## config.mk

```make
export PLATFORM = sky130hd
export DESIGN_NAME = utf8_to_codepoint_decoder_top
export DESIGN_NICKNAME = d
export VERILOG_FILES = /design/src/rtl/u8cp_pkg.sv /design/src/rtl/utf8_to_codepoint_decoder_top.sv /design/src/rtl/u8cp_ctrl.sv /design/src/rtl/u8cp_datapath.sv
export SDC_FILE = /design/constraint.sdc
export NUM_CORES = 1
export LEC_CHECK = 0
export BUFFER_PORTS_ARGS = -buffer_cell sky130_fd_sc_hd__buf_2
export CELL_PAD_IN_SITES_DETAIL_PLACEMENT = 1
export CELL_PAD_IN_SITES_GLOBAL_PLACEMENT = 2
export CORE_UTILIZATION = 44
export DETAILED_ROUTE_END_ITERATION = 7
export GPL_ROUTABILITY_DRIVEN = 0
export PLACE_DENSITY_LB_ADDON = 0.1
export SYNTH_ARGS = -nofsm -noshare
export SYNTH_HDL_FRONTEND = slang
export SYNTH_SLANG_ARGS = --single-unit
```

## constraint.sdc

```tcl
create_clock -name aclk -period 12.5 [get_ports aclk]
set_input_delay 2.5 -clock aclk [delete_from_list [all_inputs] [get_ports aclk]]
set_output_delay 2.5 -clock aclk [all_outputs]
set_load 0.02 [all_outputs]
```

## src/rtl/u8cp_pkg.sv

```systemverilog
// shared types, constants and the single-lead scan function for the utf-8 decoder
// no dependencies; used by u8cp_ctrl, u8cp_datapath and the top level
package u8cp_pkg;

    // configuration register indexes
    localparam int CFG_INDEX_W = 2;
    localparam logic [CFG_INDEX_W-1:0] CFG_UTF8_MODE = 2'd0;
    localparam logic [CFG_INDEX_W-1:0] CFG_ZERO_TERM = 2'd1;

    // field widths
    localparam int BYTE_W = 8;
    localparam int CP_W   = 21;

    // byte classes and masks
    localparam logic [7:0]      LEAD_2B     = 8'h80;
    localparam logic [7:0]      LEAD_3B     = 8'hE0;
    localparam logic [7:0]      LEAD_4B     = 8'hF0;
    localparam logic [7:0]      MASK_2B     = 8'h1F;
    localparam logic [7:0]      MASK_3B     = 8'h0F;
    localparam logic [7:0]      MASK_4B     = 8'h07;
    localparam logic [1:0]      CONT_TAG    = 2'b10;
    localparam logic [CP_W-1:0] REPLACEMENT = 21'h00FFFD;

    // outcome of scanning one lead
    typedef enum logic [2:0] {
        K_END   = 3'd0,   // nothing left to scan
        K_LATIN = 3'd1,   // byte passed through
        K_ZERO  = 3'd2,   // terminating zero
        K_GOOD  = 3'd3,   // complete sequence
        K_BAD   = 3'd4,   // malformed lead, replacement emitted
        K_HOLD  = 3'd5    // sequence open, bytes kept for the next transfer
    } step_kind_t;

    typedef struct packed {
        step_kind_t      kind;
        logic [CP_W-1:0] cp;
        logic            rep;
        logic            txt;
        logic [2:0]      adv;
    } step_t;

    // controller to datapath
    typedef struct packed {
        logic load;
        logic emit;
        logic keep;
    } u8cp_cmd_t;

    // datapath to controller
    typedef struct packed {
        step_kind_t kind;
        logic       last;
        logic       out_free;
    } u8cp_status_t;

    // evaluate the lead at pos against the bytes that follow it in the window
    function automatic step_t scan_step(
        input logic [3:0][7:0] win,
        input logic [2:0]      len,
        input logic [2:0]      pos,
        input logic            utf8,
        input logic            zt,
        input logic            ce
    );
        step_t           r;
        logic [7:0]      lead;
        logic [7:0]      nb;
        logic [1:0]      extra;
        logic [CP_W-1:0] cp;
        logic            stop;
        logic            cut;
        logic            bad;
        logic [2:0]      idx;
        r     = '0;
        r.kind = K_END;
        lead  = win[pos[1:0]];
        nb    = '0;
        extra = '0;
        cp    = '0;
        stop  = 1'b0;
        cut   = 1'b0;
        bad   = 1'b0;
        idx   = '0;
        if (pos < len) begin
            if (!utf8) begin
                r.kind = K_LATIN;
                r.cp   = {13'd0, lead};
                r.txt  = ce | (zt & (lead == 8'd0));
                r.adv  = 3'd1;
            end else if (zt && (lead == 8'd0)) begin
                r.kind = K_ZERO;
                r.txt  = 1'b1;
                r.adv  = 3'd1;
            end else begin
                // lead class
                if (lead < LEAD_2B) begin
                    cp = {13'd0, lead};           extra = 2'd0;
                end else if (lead < LEAD_3B) begin
                    cp = {13'd0, lead & MASK_2B}; extra = 2'd1;
                end else if (lead < LEAD_4B) begin
                    cp = {13'd0, lead & MASK_3B}; extra = 2'd2;
                end else begin
                    cp = {13'd0, lead & MASK_4B}; extra = 2'd3;
                end
                // continuation bytes, six bits each
                for (int k = 1; k <= 3; k++) begin
                    idx = pos + 3'(k);
                    if (!stop && (2'(k) <= extra)) begin
                        if (idx >= len) begin
                            cut  = 1'b1;
                            stop = 1'b1;
                        end else begin
                            nb = win[idx[1:0]];
                            if (nb[7:6] != CONT_TAG) begin
                                bad  = 1'b1;
                                stop = 1'b1;
                            end else begin
                                cp = {cp[CP_W-7:0], nb[5:0]};
                            end
                        end
                    end
                end
                if (cut && !ce) begin
                    r.kind = K_HOLD;
                    r.adv  = len - pos;
                end else if (cut || bad) begin
                    r.kind = K_BAD;
                    r.cp   = REPLACEMENT;
                    r.rep  = 1'b1;
                    r.adv  = 3'd1;
                end else begin
                    r.kind = K_GOOD;
                    r.cp   = cp;
                    r.adv  = {1'b0, extra} + 3'd1;
                end
            end
        end
        return r;
    endfunction

endpackage

```

## src/rtl/utf8_to_codepoint_decoder_top.sv

```systemverilog
// UTF-8 to code point decoder. Each input transfer carries one text byte; each output
// transfer carries one code point. A byte is taken, then the sequencer evaluates one
// lead per cycle, unless the output is stalled, from a window of up to three held
// bytes plus the new byte, until the byte's results are given or it only extends an
// open sequence.
// The result register lets the last result of a byte wait while the next byte is taken.
// Configuration writes are accepted in every cycle; a write to a defined index restarts the text.
//
// top level: stream ports and packing; depends on u8cp_pkg, u8cp_ctrl, u8cp_datapath
module utf8_to_codepoint_decoder_top (
    input  logic                             aclk,
    input  logic                             aresetn,
    // configuration
    input  logic                             cfg_valid,
    output logic                             cfg_ready,
    input  logic [u8cp_pkg::CFG_INDEX_W-1:0] cfg_index,
    input  logic                             cfg_data,
    // input bytes
    input  logic                             s_tvalid,
    output logic                             s_tready,
    input  logic [7:0]                       s_tdata,   // [7:0] data_byte
    input  logic                             s_tlast,   // end_of_text
    // code points
    output logic                             m_tvalid,
    input  logic                             m_tready,
    output logic [23:0]                      m_tdata,   // [20:0] code_point, [23:21] zero
    output logic [1:0]                       m_tuser,   // [0] replaced, [1] run_last
    output logic                             m_tlast    // text_last
);
    import u8cp_pkg::*;

    u8cp_cmd_t       cmd;
    u8cp_status_t    status;
    logic [CP_W-1:0] cp;
    logic            rep;
    logic            run_last;
    logic            text_last;

    // sequencer
    u8cp_ctrl u_ctrl (
        .aclk     (aclk),
        .aresetn  (aresetn),
        .s_tvalid (s_tvalid),
        .s_tready (s_tready),
        .status   (status),
        .cmd      (cmd)
    );

    // window, config and result register
    u8cp_datapath u_datapath (
        .aclk          (aclk),
        .aresetn       (aresetn),
        .cfg_valid     (cfg_valid),
        .cfg_ready     (cfg_ready),
        .cfg_index     (cfg_index),
        .cfg_data      (cfg_data),
        .in_byte       (s_tdata),
        .in_end        (s_tlast),
        .m_tvalid      (m_tvalid),
        .m_tready      (m_tready),
        .out_cp        (cp),
        .out_rep       (rep),
        .out_run_last  (run_last),
        .out_text_last (text_last),
        .cmd           (cmd),
        .status        (status)
    );

    // output packing
    assign m_tdata = {3'd0, cp};
    assign m_tuser = {run_last, rep};
    assign m_tlast = text_last;

endmodule

```

## src/rtl/u8cp_ctrl.sv

```systemverilog
// sequencer for the utf-8 decoder: takes a byte, then walks the leads one per cycle while the output is free
// depends on u8cp_pkg for the command and status structs
module u8cp_ctrl (
    input  logic                  aclk,
    input  logic                  aresetn,
    input  logic                  s_tvalid,
    output logic                  s_tready,
    input  u8cp_pkg::u8cp_status_t status,
    output u8cp_pkg::u8cp_cmd_t    cmd
);
    import u8cp_pkg::*;

    typedef enum logic [1:0] {
        ST_IDLE = 2'b01,
        ST_SCAN = 2'b10
    } ctrl_state_t;

    ctrl_state_t state_reg;
    ctrl_state_t state_next;
    logic        emits;

    // results that go to the output register
    assign emits = (status.kind == K_LATIN) || (status.kind == K_ZERO) ||
                   (status.kind == K_GOOD)  || (status.kind == K_BAD);

    // commands and next state
    always_comb begin
        cmd        = '0;
        state_next = state_reg;
        s_tready   = 1'b0;
        unique case (state_reg)
            ST_IDLE: begin
                s_tready = 1'b1;
                if (s_tvalid) begin
                    cmd.load   = 1'b1;
                    state_next = ST_SCAN;
                end
            end
            ST_SCAN: begin
                if (status.kind == K_HOLD) begin
                    cmd.keep   = 1'b1;
                    state_next = ST_IDLE;
                end else if (status.kind == K_END) begin
                    state_next = ST_IDLE;
                end else if (emits && status.out_free) begin
                    cmd.emit = 1'b1;
                    if (status.last) begin
                        state_next = ST_IDLE;
                    end
                end
            end
            default: begin
                state_next = ST_IDLE;
            end
        endcase
    end

    // state register
    always_ff @(posedge aclk) begin
        if (!aresetn) begin
            state_reg <= ST_IDLE;
        end else begin
            state_reg <= state_next;
        end
    end

endmodule

```

## src/rtl/u8cp_datapath.sv

```systemverilog
// datapath of the utf-8 decoder: byte window, held count, config and output register
// depends on u8cp_pkg for scan_step and the command and status structs
module u8cp_datapath (
    input  logic                                aclk,
    input  logic                                aresetn,
    // configuration writes
    input  logic                                cfg_valid,
    output logic                                cfg_ready,
    input  logic [u8cp_pkg::CFG_INDEX_W-1:0]    cfg_index,
    input  logic                                cfg_data,
    // input byte
    input  logic [u8cp_pkg::BYTE_W-1:0]         in_byte,
    input  logic                                in_end,
    // results
    output logic                                m_tvalid,
    input  logic                                m_tready,
    output logic [u8cp_pkg::CP_W-1:0]           out_cp,
    output logic                                out_rep,
    output logic                                out_run_last,
    output logic                                out_text_last,
    // control
    input  u8cp_pkg::u8cp_cmd_t                 cmd,
    output u8cp_pkg::u8cp_status_t              status
);
    import u8cp_pkg::*;

    // configuration
    logic utf8_mode_reg;
    logic zero_term_reg;

    // byte window: held bytes then the new byte
    logic [3:0][7:0] win_reg;
    logic [2:0]      len_reg;
    logic [1:0]      pos_reg;
    logic [1:0]      held_count_reg;
    logic            ce_reg;
    logic [1:0]      base;

    // output register
    logic            m_tvalid_reg;
    logic [CP_W-1:0] cp_reg;
    logic            rep_reg;
    logic            run_last_reg;
    logic            text_last_reg;

    step_t      cur;
    step_t      nxt;
    logic [2:0] next_pos;
    logic       last;
    logic       hold_after;
    logic [1:0] shift_pos;

    assign cfg_ready = 1'b1;

    // scan the current lead and look one lead ahead to see if this result ends the run
    always_comb begin
        cur      = scan_step(win_reg, len_reg, {1'b0, pos_reg}, utf8_mode_reg,
                             zero_term_reg, ce_reg);
        next_pos = {1'b0, pos_reg} + cur.adv;
        nxt      = scan_step(win_reg, len_reg, next_pos, utf8_mode_reg,
                             zero_term_reg, ce_reg);
        last     = (cur.kind == K_LATIN) || (cur.kind == K_ZERO) ||
                   (nxt.kind == K_END)   || (nxt.kind == K_HOLD);
    end

    assign status.kind     = cur.kind;
    assign status.last     = last;
    assign status.out_free = !m_tvalid_reg || m_tready;

    // open sequence left behind the last result of a byte is kept with that result
    assign hold_after = cmd.emit && (nxt.kind == K_HOLD);
    assign shift_pos  = cmd.keep ? pos_reg : next_pos[1:0];

    // held bytes only count in utf-8 mode
    assign base = utf8_mode_reg ? held_count_reg : 2'd0;

    // control registers
    always_ff @(posedge aclk) begin
        if (!aresetn) begin
            utf8_mode_reg  <= 1'b1;
            zero_term_reg  <= 1'b0;
            held_count_reg <= 2'd0;
            pos_reg        <= 2'd0;
            len_reg        <= 3'd0;
            ce_reg         <= 1'b0;
            m_tvalid_reg   <= 1'b0;
        end else begin
            // configuration write to a defined index restarts the text
            if (cfg_valid) begin
                unique case (cfg_index)
                    CFG_UTF8_MODE: begin
                        utf8_mode_reg  <= cfg_data;
                        held_count_reg <= 2'd0;
                    end
                    CFG_ZERO_TERM: begin
                        zero_term_reg  <= cfg_data;
                        held_count_reg <= 2'd0;
                    end
                    default: begin
                    end
                endcase
            end
            if (cmd.load) begin
                len_reg        <= {1'b0, base} + 3'd1;
                pos_reg        <= 2'd0;
                ce_reg         <= !zero_term_reg && in_end;
                held_count_reg <= 2'd0;
            end
            if (cmd.keep) begin
                held_count_reg <= cur.adv[1:0];
            end else if (hold_after) begin
                held_count_reg <= nxt.adv[1:0];
            end
            if (cmd.emit && !last) begin
                pos_reg <= next_pos[1:0];
            end
            // output valid
            if (cmd.emit) begin
                m_tvalid_reg <= 1'b1;
            end else if (m_tready) begin
                m_tvalid_reg <= 1'b0;
            end
        end
    end

    // window and output payload
    always_ff @(posedge aclk) begin
        if (cmd.load) begin
            win_reg[base] <= in_byte;
        end
        if (cmd.keep || hold_after) begin
            for (int i = 0; i < 3; i++) begin
                win_reg[i] <= win_reg[shift_pos + 2'(i)];
            end
        end
        if (cmd.emit) begin
            cp_reg        <= cur.cp;
            rep_reg       <= cur.rep;
            run_last_reg  <= last;
            text_last_reg <= cur.txt | (ce_reg & last);
        end
    end

    assign m_tvalid      = m_tvalid_reg;
    assign out_cp        = cp_reg;
    assign out_rep       = rep_reg;
    assign out_run_last  = run_last_reg;
    assign out_text_last = text_last_reg;

endmodule
```

**Word level (Yosys, flattened, before mapping)**

Cells that the tools add are included.

- Flip-flop bits (word level): 69
- Bits in latches: 0
- RAM bits: 0
- ROM bits: 0
- Input bits: 17
- Output and inout port bits: 30
- Memories kept: 0

- $add $sub $neg: 14
- $mul: 0
- Divide/modulo/power cells: 0
- $lt $le $gt $ge: 33
- Equality and inequality tests: 18
- Shift-type cells: 0
- Mux-type cells: 189
- Bitwise logic cells: 8
- Reductions and logical operators: 47

Operators with widths:

| kind | number |
|---|---|
| $mux W21 | 31 |
| $bmux W8 S2 | 11 |
| $mux W24 | 6 |
| $mux W8 | 12 |
| $mux W22 | 4 |
| $mux W1 | 81 |
| $mux W29 | 2 |
| $mux W2 | 25 |
| $lt A8 B8 Y1 const B | 6 |
| $lt A2 B3 Y1 const B | 12 |
| $bwmux W32 | 1 |
| $mux W3 | 10 |
| $ge A3 B3 Y1 | 6 |
| $demux W8 S2 | 1 |
| $logic_not A8 Y1 | 2 |
| $mux W4 | 4 |
| $ne A2 B2 Y1 const B | 7 |
| $logic_and A1 B1 Y1 | 13 |
| $add A2 B1 Y3 const B | 4 |
| $eq A3 B3 Y1 const B | 3 |
| $logic_or A1 B1 Y1 | 9 |
| $le A2 B2 Y1 const A | 4 |
| $logic_not A1 Y1 | 8 |
| $ne A4 B1 Y1 const B | 2 |
| other kinds (29) | 45 |

**Longest topological paths before layout**

Gate-level depths: netlist (run 1).

- Depth in word-level cells: 73
- Depth in mapped cells: 31

**Modules after synthesis**

From an unflattened synthesis (run 1), not the netlist that was laid out.

- Cell total of the unflattened synthesis: 596
- Area, all modules: 6261.0 um^2

By module, submodules not included:

| module | instances | cells each | area each (um^2) | seq. area each (um^2) |
|---|---|---|---|---|
| u8cp_datapath | 1 | 572 | 6058.3 | 1901.8 |
| u8cp_ctrl | 1 | 18 | 161.4 | 40.0 |
| utf8_to_codepoint_decoder_top | 1 | 6 | 41.3 | 0.0 |

**Worst setup path before layout (run 1)**

Ideal clock, no wire load.

- Path type: register -> register
- Start: register u_datapath.pos_reg[1]
- End: register u_datapath.win_reg[10] (netlist bit), enable pin
- Setup time: 0.384 ns
- Arrival: 6.579 ns
- Data required time: 12.116 ns
- Path slack: 5.537 ns
- Cell stages (with the launch flop): 31
- Path buffers: 6
- Cell sequence: dfxtp_1 -> buf_2 -> buf_4 -> inv_1 -> ha_1 -> clkbuf_1 -> inv_1 -> ha_1 -> a21boi_0 -> o21ai_0 -> nand3_1 -> o2111ai_1 -> o211a_1 -> clkbuf_1 -> a22o_1 -> a21oi_1 -> ha_1 -> fa_1 -> buf_2 -> inv_1 -> ha_1 -> xor2_1 -> ha_1 -> o21ai_0 -> nand2b_1 -> o2111ai_1 -> a2111oi_4 -> a21o_2 -> nand2_2 -> buf_2 -> o21ai_0

- Word-level cells in the longest chain between the ends: 69
- Elaborated cells between the ends (all ways): 176
- Classes of those cells: add/sub: 9; order compare: 20; eq/ne: 12; mux: 111; reduce/logical: 24

Ends and longest elaborated chain:

| item | line | source |
|---|---|---|
| from (decl) | u8cp_datapath.sv:34 | `logic [1:0] pos_reg;` |
| from (signal assigned) | u8cp_datapath.sv:115 | `pos_reg <= next_pos[1:0];` |
| $bmux W8 S2 | u8cp_pkg.sv:76 | `lead = win[pos[1:0]];` |
| $mux W8 (implied by the code) | u8cp_pkg.sv:76 |  |
| $lt A8 B8 Y1 | u8cp_pkg.sv:100 | `end else if (lead < LEAD_4B) begin` |
| $mux W1 | u8cp_pkg.sv:100 |  |
| $mux W2 | u8cp_pkg.sv:98 | `end else if (lead < LEAD_3B) begin` |
| $mux W2 | u8cp_pkg.sv:96 | `if (lead < LEAD_2B) begin` |
| $mux W2 | u8cp_pkg.sv:90 | `end else if (zt && (lead == 8'd0)) begin` |
| $mux W2 | u8cp_pkg.sv:85 | `if (!utf8) begin` |
| [53 not listed] | n/a |  |
| $mux W3 | u8cp_pkg.sv:123 | `if (cut && !ce) begin` |
| $mux W3 | u8cp_pkg.sv:90 |  |
| $mux W24 | u8cp_pkg.sv:85 |  |
| $mux W29 | u8cp_pkg.sv:84 | `if (pos < len) begin` |
| $eq A3 B3 Y1 | u8cp_datapath.sv:71 | `assign hold_after = cmd.emit && (nxt.kind == K_HOLD);` |
| $logic_and A1 B1 Y1 | u8cp_datapath.sv:71 |  |
| $logic_or A1 B1 Y1 * | u8cp_datapath.sv:131 | `if (cmd.keep \|\| hold_after) begin` |
| $reduce_bool A2 Y1 (no source line) * | n/a |  |
| to (signal, indexed assignment) | u8cp_datapath.sv:129 | `win_reg[base] <= in_byte;` |
| to (signal, indexed assignment) | u8cp_datapath.sv:133 | `win_reg[i] <= win_reg[shift_pos + 2'(i)];` |
| to (decl) | u8cp_datapath.sv:32 | `logic [3:0][7:0] win_reg;` |

Every way passes the cells marked *; elsewhere a longest branch is shown, timed or not. The select of a mux whose other input is x is not followed.
A chain may end at the register's enable or synchronous reset.

**Worst setup path in the final report (run 1)**

- Start: register u_datapath.pos_reg[0]
- End: register u_datapath.win_reg[10] (netlist bit), enable pin

Same word-level chain as after synthesis.

==> flow_summary.toml, run 1 <==
[run_status]
status = "finished clean"

[logic_synthesis]
synthArstFlopShare = 0
ys.flop_type = "edfxtp_1"
synth_cell_types = 79
ys_warn_count = 0
synth_area_per_cell_um2 = 10.2
synth_seq_cells = 69
synth_top_area_frac = 0.266
synth_edf_count = 56
synth_largest_area_cell = "edfxtp_1"
yosysSeqAreaShare = 0.307
syn-instance-count = 618
synthTopCellsByArea = "edfxtp_1 (27%), mux4_2 (11%), ha_1 (6.7%)"
syn_area_um2 = 6320

[finish]
fin_area_um2 = 6820
utilization = 0.490
area_delta_synth_final_pct = 7.94
antennaDiodeCount = 0
nets = 682
largest_reg_flops = 32
drive_gt1_frac = 0.203
layout.cells.non_filler = 814

[sta]
tightestPinTransition_ns = 1.14
drv_slew = 0
min_period_ns = 9.45
hold_ws_ns = 0.504
fin_skew_ns = 0.00865
fin_crit_sh = 0.756
clock.fmax_mhz = 106
tns_ns = 0
setup_viol_count_final = 0
hold_viol = 0
max_slew_margin = 0.233
setup_ws_ns = 3.05
grt_setup_unrepaired = "false"

[floorplan]
die_y_um = 122
rows = 43
die-width_um = 122
coreArea_um2 = 13900
die-area_um2 = 14800
initial_core_util = 0.454
io-pin-count = 47

[drt]
avgRoutedWirePerCell_um = 23.0
drc = 0
drtIter0Drc = 403
via_per_inst = 6.50
first_pass_iters = 4
ant_nets = 0
dr_total_vias = 5287
totalWireLength_mm = 18.7

[global_routing]
grt_start_max_net_pins = 42
grt_pass1_wl_mm = 29.9
grt_pass1_vias = 5281
gr-total-overflow = 0
met3_usage = 0.0318
antenna_found_initial = 0
busiest_layer = "met2"
use_met2 = 0.415
track_usage = 0.264
met1_usage = 0.379

[clocking]
clock_path_buffers = 2
worstSkewPairLatency_ns = 0.34
cts_root_buf = "clkbuf_16"
post-cts-setup-buffers = 0
cts_resized = 0
cts_tree = "done"
cts_hold_buf = 0
clk_pin_slew_ns = 0.06
cts_sinks = 69
h-tree-depth = 3
cts_buffers = 9

[placement]
dp.cells = 798
placed_area_um2 = 6530
hpwl_mm = 13.9
place_ws_ns = 3.30
port_buffers = 42

[critical_path]
cp.depth = 23
critPathKind = "flip-flop to flip-flop"
path_cells = "mux4_1, nand3_1, o21a_1, ha_1, inv_1, a21oi_1, o211ai_1, a21oi_1, a22o_1, a21oi_1, ha_1, fa_1, inv_1, ha_1, xor2_1, ha_1, o21ai_0, nand2b_1, o2111ai_1, a2111oi_4, a21o_2, nand2_2, o21ai_0"
cp.required_ns = 12.46
crit_arrival_ns = 9.41
cpMostUsedCell = "ha_1"
end_kind = "flip-flop"
cp_num_buf_inv = 2
cp_max_fo = 34
critPathTopFamily = "compound AO/OA/AOI/OAI gates"
slowest_delay_ns = 1.00
crit_slowest_cell = "o21ai_0"
rr_worst_depth = 23
start_kind = "flip-flop"

[pwr]
power_density_nw_per_um2 = 91.7
finalPower_mw = 0.626
p_leak_nw = 2.35
ir_drop_uv = 64.8

[min_path]
hold_depth = 2
hold_path_class = "flip-flop to flip-flop"

[flow_run]
maxCapViolCount = 0
[worst paths after layout]
path	startpoint	endpoint	slack, ns
worst min-delay path	u_datapath.held_count_reg[1]$_SDFFE_PN0P_	u_datapath.held_count_reg[1]$_SDFFE_PN0P_	0.50
worst min register to register	u_datapath.held_count_reg[1]$_SDFFE_PN0P_	u_datapath.held_count_reg[1]$_SDFFE_PN0P_	0.50
worst max-delay path	u_datapath.pos_reg[0]$_SDFFE_PN0P_	u_datapath.win_reg[10]$_DFFE_PP_	3.05
worst max register to register	u_datapath.pos_reg[0]$_SDFFE_PN0P_	u_datapath.win_reg[10]$_DFFE_PP_	3.05
[layout make-up]
type | count | area, um^2
fillers | 1539 | 7110
multi-input cells | 457 | 3940
flip-flops and latches | 69 | 1940
clock buffers | 13 | 275
repair buffers | 47 | 248
well taps | 180 | 225
inverters | 45 | 169
clock inverters | 3 | 18.8
[power by group]
| group | leakage, nW | switching, mW | internal, mW |
|---|---|---|---|
| logic | 1.59 | 0.0707 | 0.0397 |
| clock network | 0.148 | 0.104 | 0.154 |
| registers | 0.616 | 0.00611 | 0.251 |
[synthesized netlist by cell type, types with 3 or more instances]
cell type / count
clkbuf_1: 18
dfxtp_1: 13
nor2b_1: 10
nor2_1: 37
o211a_1: 3
nand2b_1: 12
o31ai_1: 16
o2111ai_1: 4
and2_1: 6
nand2_1: 34
edfxtp_1: 56
buf_2: 10
o211ai_1: 28
nand3_1: 11
buf_4: 12
mux4_1: 4
buf_6: 5
mux2_2: 3
mux4_2: 32
o21ai_0: 21
ha_1: 34
a21boi_0: 5
a22o_1: 6
a21oi_1: 28
buf_1: 4
a211oi_1: 43
o311ai_0: 3
a211o_1: 3
xor2_1: 3
xnor2_1: 4
a31oi_1: 6
inv_1: 43
nor3_1: 5
o221ai_1: 8
o21a_1: 7
and3_1: 3
mux2i_1: 12
a211oi_2: 10
a21o_1: 3
[layout by cell type, fill, tap and decap left out, types with 16 or more instances in the layout]
| master | count |
|---|---|
| mux4_2 | 32 |
| inv_1 | 43 |
| edfxtp_1 | 56 |
| o211ai_1 | 28 |
| o21ai_0 | 21 |
| ha_1 | 34 |
| buf_2 | 42 |
| nor2_1 | 37 |
| a211oi_1 | 43 |
| a21oi_1 | 28 |
| o31ai_1 | 16 |
| nand2_1 | 34 |
[logic make-up after synthesis]
family / synth area share
xor gates and xnor gates: 0.0123
buffers and inverters: 0.0709
other: 0.00119
muxes: 0.162
DFF: 0.307
and+or+nand+nor: 0.114
adders and majority gates: 0.0736
AOI/OAI and AO/OA: 0.259
[worst reg2reg max path, stage by stage, from the launching register on]
cell	delay, ns
dfxtp_2	0.93
mux4_1	0.79
nand3_1	0.20
o21a_1	0.18
ha_1	0.82
inv_1	0.46
a21oi_1	0.30
o211ai_1	0.19
a21oi_1	0.36
a22o_1	0.22
a21oi_1	0.08
ha_1	0.21
fa_1	0.88
inv_1	0.33
ha_1	0.28
xor2_1	0.17
ha_1	0.30
o21ai_0	0.10
nand2b_1	0.12
o2111ai_1	0.16
a2111oi_4	0.47
a21o_2	0.23
nand2_2	0.25
o21ai_0	1.01
[metal layers]
metal  up-vias  wire length [um]
li1       2445                 -
met5         -                 0
met4         0               292
met3        23               877
met1      2662              8850
met2       157              8680
Note: power is estimated with default switching activity, not from simulation.
==> run 2, diff against run 1 <==
Settings changed: CORE_UTILIZATION 44 to 40.
Clock period 12.5 ns to 9.55 ns, I/O delays scaled along.
==> flow_summary.toml, run 2 (synthesis gave the netlist of run 1 again) <==
[sta]
drv_slew = 0
setup_viol_count_final = 0
max_slew_margin = 0.484
grt_setup_unrepaired = "false"
hold_ws_ns = 0.483
clock.fmax_mhz = 126
hold_viol = 0
tns_ns = 0
fin_skew_ns = 0.0199
min_period_ns = 7.96
fin_crit_sh = 0.834
tightestPinTransition_ns = 0.774

[clocking]
post-cts-setup-buffers = 0
clock_path_buffers = 2
h-tree-depth = 3
cts_tree = "done"
cts_buffers = 9
cts_root_buf = "clkbuf_16"
worstSkewPairLatency_ns = 0.36
cts_hold_buf = 0
cts_resized = 0
cts_sinks = 69
clk_pin_slew_ns = 0.07

[pwr]
power_density_nw_per_um2 = 126
p_leak_nw = 2.40
ir_drop_uv = 81.6

[critical_path]
rr_worst_depth = 25
r2r-end = "u_datapath.win_reg[16]$_DFFE_PP_"
r2r_start = "u_datapath.pos_reg[1]$_SDFFE_PN0P_"
cp_max_fo = 20
cp.required_ns = 9.56
crit_arrival_ns = 7.97
critPathKind = "flip-flop to flip-flop"
timing.reg2reg.setup_slack_ns = 1.59
end_kind = "flip-flop"
start_kind = "flip-flop"

[floorplan]
die_y_um = 128
coreArea_um2 = 15300
rows = 45
die-area_um2 = 16300
io-pin-count = 47
initial_core_util = 0.413
die-width_um = 128

[drt]
totalWireLength_mm = 19.3
ant_nets = 0
dr_total_vias = 5280
avgRoutedWirePerCell_um = 22.6
first_pass_iters = 4
via_per_inst = 6.20
drc = 0
drtIter0Drc = 392

[global_routing]
grt_start_max_net_pins = 42
gr-total-overflow = 0
track_usage = 0.247
grt_pass1_wl_mm = 30.4
grt_pass1_vias = 5303
antenna_found_initial = 0

[min_path]
hold_path_class = "flip-flop to flip-flop"
hold_start = "u_datapath.held_count_reg[0]$_SDFFE_PN0P_"
hold_depth = 2
min_to = "u_datapath.held_count_reg[0]$_SDFFE_PN0P_"

[placement]
placed_area_um2 = 6610
port_buffers = 42
hpwl_mm = 14.3

[finish]
nets = 688
area_delta_synth_final_pct = 10.0
final_cell_mix = "edfxtp_1 (56), inv_1 (43), a211oi_1 (43), buf_2 (42), nor2_1 (37)"
antennaDiodeCount = 0
utilization = 0.454
largest_reg_flops = 32
drive_gt1_frac = 0.211
final_common_cell = "edfxtp_1"
fin_area_um2 = 6950

[run_status]
status = "finished clean"

[flow_run]
maxCapViolCount = 0
## run 2: worst max path at each step
stage          cells after the start                                from                               end  slack (ns)
2_1_floorplan                     30  u_datapath.pos_reg[1]$_SDFFE_PN0P_  u_datapath.win_reg[10]$_DFFE_PP_        2.59
3_3_place_gp                      26  u_datapath.pos_reg[1]$_SDFFE_PN0P_  u_datapath.win_reg[10]$_DFFE_PP_        1.93
3_5_place_dp                      25  u_datapath.pos_reg[1]$_SDFFE_PN0P_  u_datapath.win_reg[18]$_DFFE_PP_        1.65
4_1_cts                           25  u_datapath.pos_reg[1]$_SDFFE_PN0P_  u_datapath.win_reg[16]$_DFFE_PP_        1.61
5_1_grt                           26  u_datapath.pos_reg[1]$_SDFFE_PN0P_  u_datapath.win_reg[12]$_DFFE_PP_        1.00
6_report                          25  u_datapath.pos_reg[1]$_SDFFE_PN0P_  u_datapath.win_reg[16]$_DFFE_PP_        1.59
## run 2: per-layer routing
layer,vias to the layer above,GRT usage,routed length [um]
met5,-,0,0
met4,0,0.0727,366
met3,31,0.0426,891
met2,157,0.398,8980
met1,2650,0.341,9030
li1,2442,-,-
## run 2: final cells by class
class | count | area [um^2]
Sequential cell | 69 | 1940
Inverter | 45 | 169
Fill cell | 1721 | 8360
Clock buffer | 10 | 229
Multi-Input combinational cell | 457 | 3940
Tap cell | 211 | 264
Timing Repair Buffer | 53 | 293
Clock inverter | 6 | 111
## run 2: power by group
group | internal (mW) | switching [mW]
Combinational | 0.0538 | 0.0912
Sequential | 0.329 | 0.00793
Clock | 0.255 | 0.142
## run 2: critical path, cell delays in order, from the launching register on
cell and delay [ns]:
dfxtp_1 0.31, buf_4 0.27, inv_1 0.27, ha_1 0.86, inv_1 0.17, ha_1 0.31, a21boi_0 0.13, o21ai_0 0.32
nand3_1 0.15, o2111ai_1 0.12, o211a_1 0.61, a22o_1 0.23, a21oi_1 0.07, ha_1 0.21, fa_1 0.87, inv_1 0.30
ha_1 0.27, xor2_1 0.16, ha_1 0.30, o21ai_0 0.08, nand2b_1 0.09, o2111ai_1 0.15, a2111oi_4 0.45, a21o_2 0.23
nand2_2 0.25, nand2_1 0.43
## run 2: per-stage QoR
stage | total power, mW | std cells | worst slack (ns)
floorplan | 0.449 | 620 | 2.59
finish | 0.879 | 851 | 1.59
CTS | 0.883 | 851 | 1.61
global route | 0.910 | 851 | 1.00
detailed placement | 0.486 | 835 | 1.65
global placement | 0.482 | 835 | 1.93
==> run 3, diff against run 2 <==
Clock period 9.55 ns to 7.81 ns, I/O delays scaled along.
==> flow_summary.toml, run 3 (synthesis gave the netlist of run 1 again) <==
[global_routing]
met3_usage = 0.0317
busiest_layer = "met2"
grt_pass1_wl_mm = 31.4
met1_usage = 0.351
track_usage = 0.255
gr-total-overflow = 0
use_met2 = 0.419
antenna_found_initial = 0
grt_start_max_net_pins = 42
grt_pass1_vias = 5457

[clocking]
cts_sinks = 69
h-tree-depth = 3
cts_resized = 0
cts_root_buf = "clkbuf_16"
cts_tree = "done"
worstSkewPairLatency_ns = 0.35
clock_path_buffers = 2
clk_pin_slew_ns = 0.06
post-cts-setup-buffers = 0
cts_buffers = 9
cts_hold_buf = 0

[pwr]
combPwrFrac = 0.173
p_clk_frac = 0.428
power_density_nw_per_um2 = 149
seqPwrFrac = 0.399
p_leak_nw = 2.40
power_switching_mw = 0.286
intPower_mw = 0.746
ir_drop_uv = 100
sw_frac_of_total = 0.277

[drt]
dr_total_vias = 5272
drc = 0
ant_nets = 0
totalWireLength_mm = 19.6
drtIter0Drc = 373
avgRoutedWirePerCell_um = 23.0
via_per_inst = 6.19
first_pass_iters = 5

[floorplan]
rows = 45
die-area_um2 = 16300
die_y_um = 128
io-pin-count = 47
coreArea_um2 = 15300
die-width_um = 128
initial_core_util = 0.413

[finish]
largest_reg_flops = 32
final_cell_mix = "edfxtp_1 (56), inv_1 (43), a211oi_1 (43), buf_2 (42), nor2_1 (37)"
drive_gt1_frac = 0.214
fin_area_um2 = 6940
nets = 689
final_common_cell = "edfxtp_1"
area_delta_synth_final_pct = 9.86
antennaDiodeCount = 0
fill_cells = 1749

[critical_path]
end_kind = "flip-flop"
slowest_delay_ns = 0.95
crit_slowest_cell = "a21oi_2"
cp_num_buf_inv = 3
cp_max_fo = 26
critPathKind = "flip-flop to flip-flop"
cp.required_ns = 7.98
start_kind = "flip-flop"
critPathTopFamily = "compound AO/OA/AOI/OAI gates"
crit_arrival_ns = 7.32

[sta]
clock.fmax_mhz = 140
fin_crit_sh = 0.916
tightestPinTransition_ns = 1.25
max_slew_margin = 0.165
tns_ns = 0
min_period_ns = 7.16
fin_skew_ns = 0.00866
hold_viol = 0
setup_viol_count_final = 0
drv_slew = 0
grt_setup_unrepaired = "false"

[placement]
port_buffers = 42
placed_area_um2 = 6620
hpwl_mm = 14.5

[min_path]
hold_path_class = "flip-flop to flip-flop"

[run_status]
status = "finished clean"

[flow_run]
maxCapViolCount = 0
## run 3: routing by layer
metal,part of all wire,vias to the layer above
met3,0.044,28
li1,-,2446
met4,0.017,0
met1,0.46,2647
met2,0.48,151
met5,0,-
## run 3: stage by stage
step	hold WS, ns	utilization	power (mW)	instances	worst slack [ns]
finish	0.479	0.453	1.03	852	0.655
global route	0.506	0.453	1.07	852	0.206
CTS	0.491	0.453	1.04	852	0.645
detailed placement	0.483	0.432	0.596	836	0.685
global placement	0.466	0.432	0.592	836	0.811
floorplan	0.455	-	0.549	620	0.847
## run 3: worst paths after layout
kind,startpoint,end,slack [ns],depth (start not counted)
setup / recovery,u_datapath.pos_reg[1]$_SDFFE_PN0P_,u_datapath.win_reg[0]$_DFFE_PP_,0.65,25
setup reg to reg,u_datapath.pos_reg[1]$_SDFFE_PN0P_,u_datapath.win_reg[0]$_DFFE_PP_,0.65,25
hold reg to reg,u_datapath.held_count_reg[0]$_SDFFE_PN0P_,u_datapath.held_count_reg[0]$_SDFFE_PN0P_,0.48,2
hold / removal,u_datapath.held_count_reg[0]$_SDFFE_PN0P_,u_datapath.held_count_reg[0]$_SDFFE_PN0P_,0.48,2
## run 3: power by group through the flow
stage                     Clock [mW]  Sequential [mW]  Combinational, mW
after floorplan                    0            0.415              0.134
after global placement             0            0.419              0.172
after detailed placement           0            0.420              0.177
after CTS                      0.450            0.412              0.178
after global routing           0.464            0.413              0.195
final                          0.442            0.412              0.178
## run 3: layout make-up
type,count,area (um^2),share of cell area
clock inverters,1,6.26,0.000901
clock buffers,15,318,0.0458
repair buffers,54,300,0.0432
multi-input cells,457,3940,0.568
inverters,45,169,0.0243
well taps,211,264,0.0380
flip-flops and latches,69,1940,0.280
## run 3: tightest hold or removal path, cell delays in order, from the launching register on
cell and delay [ns]:
dfxtp_1 0.30, o2111ai_1 0.06, a21oi_1 0.06
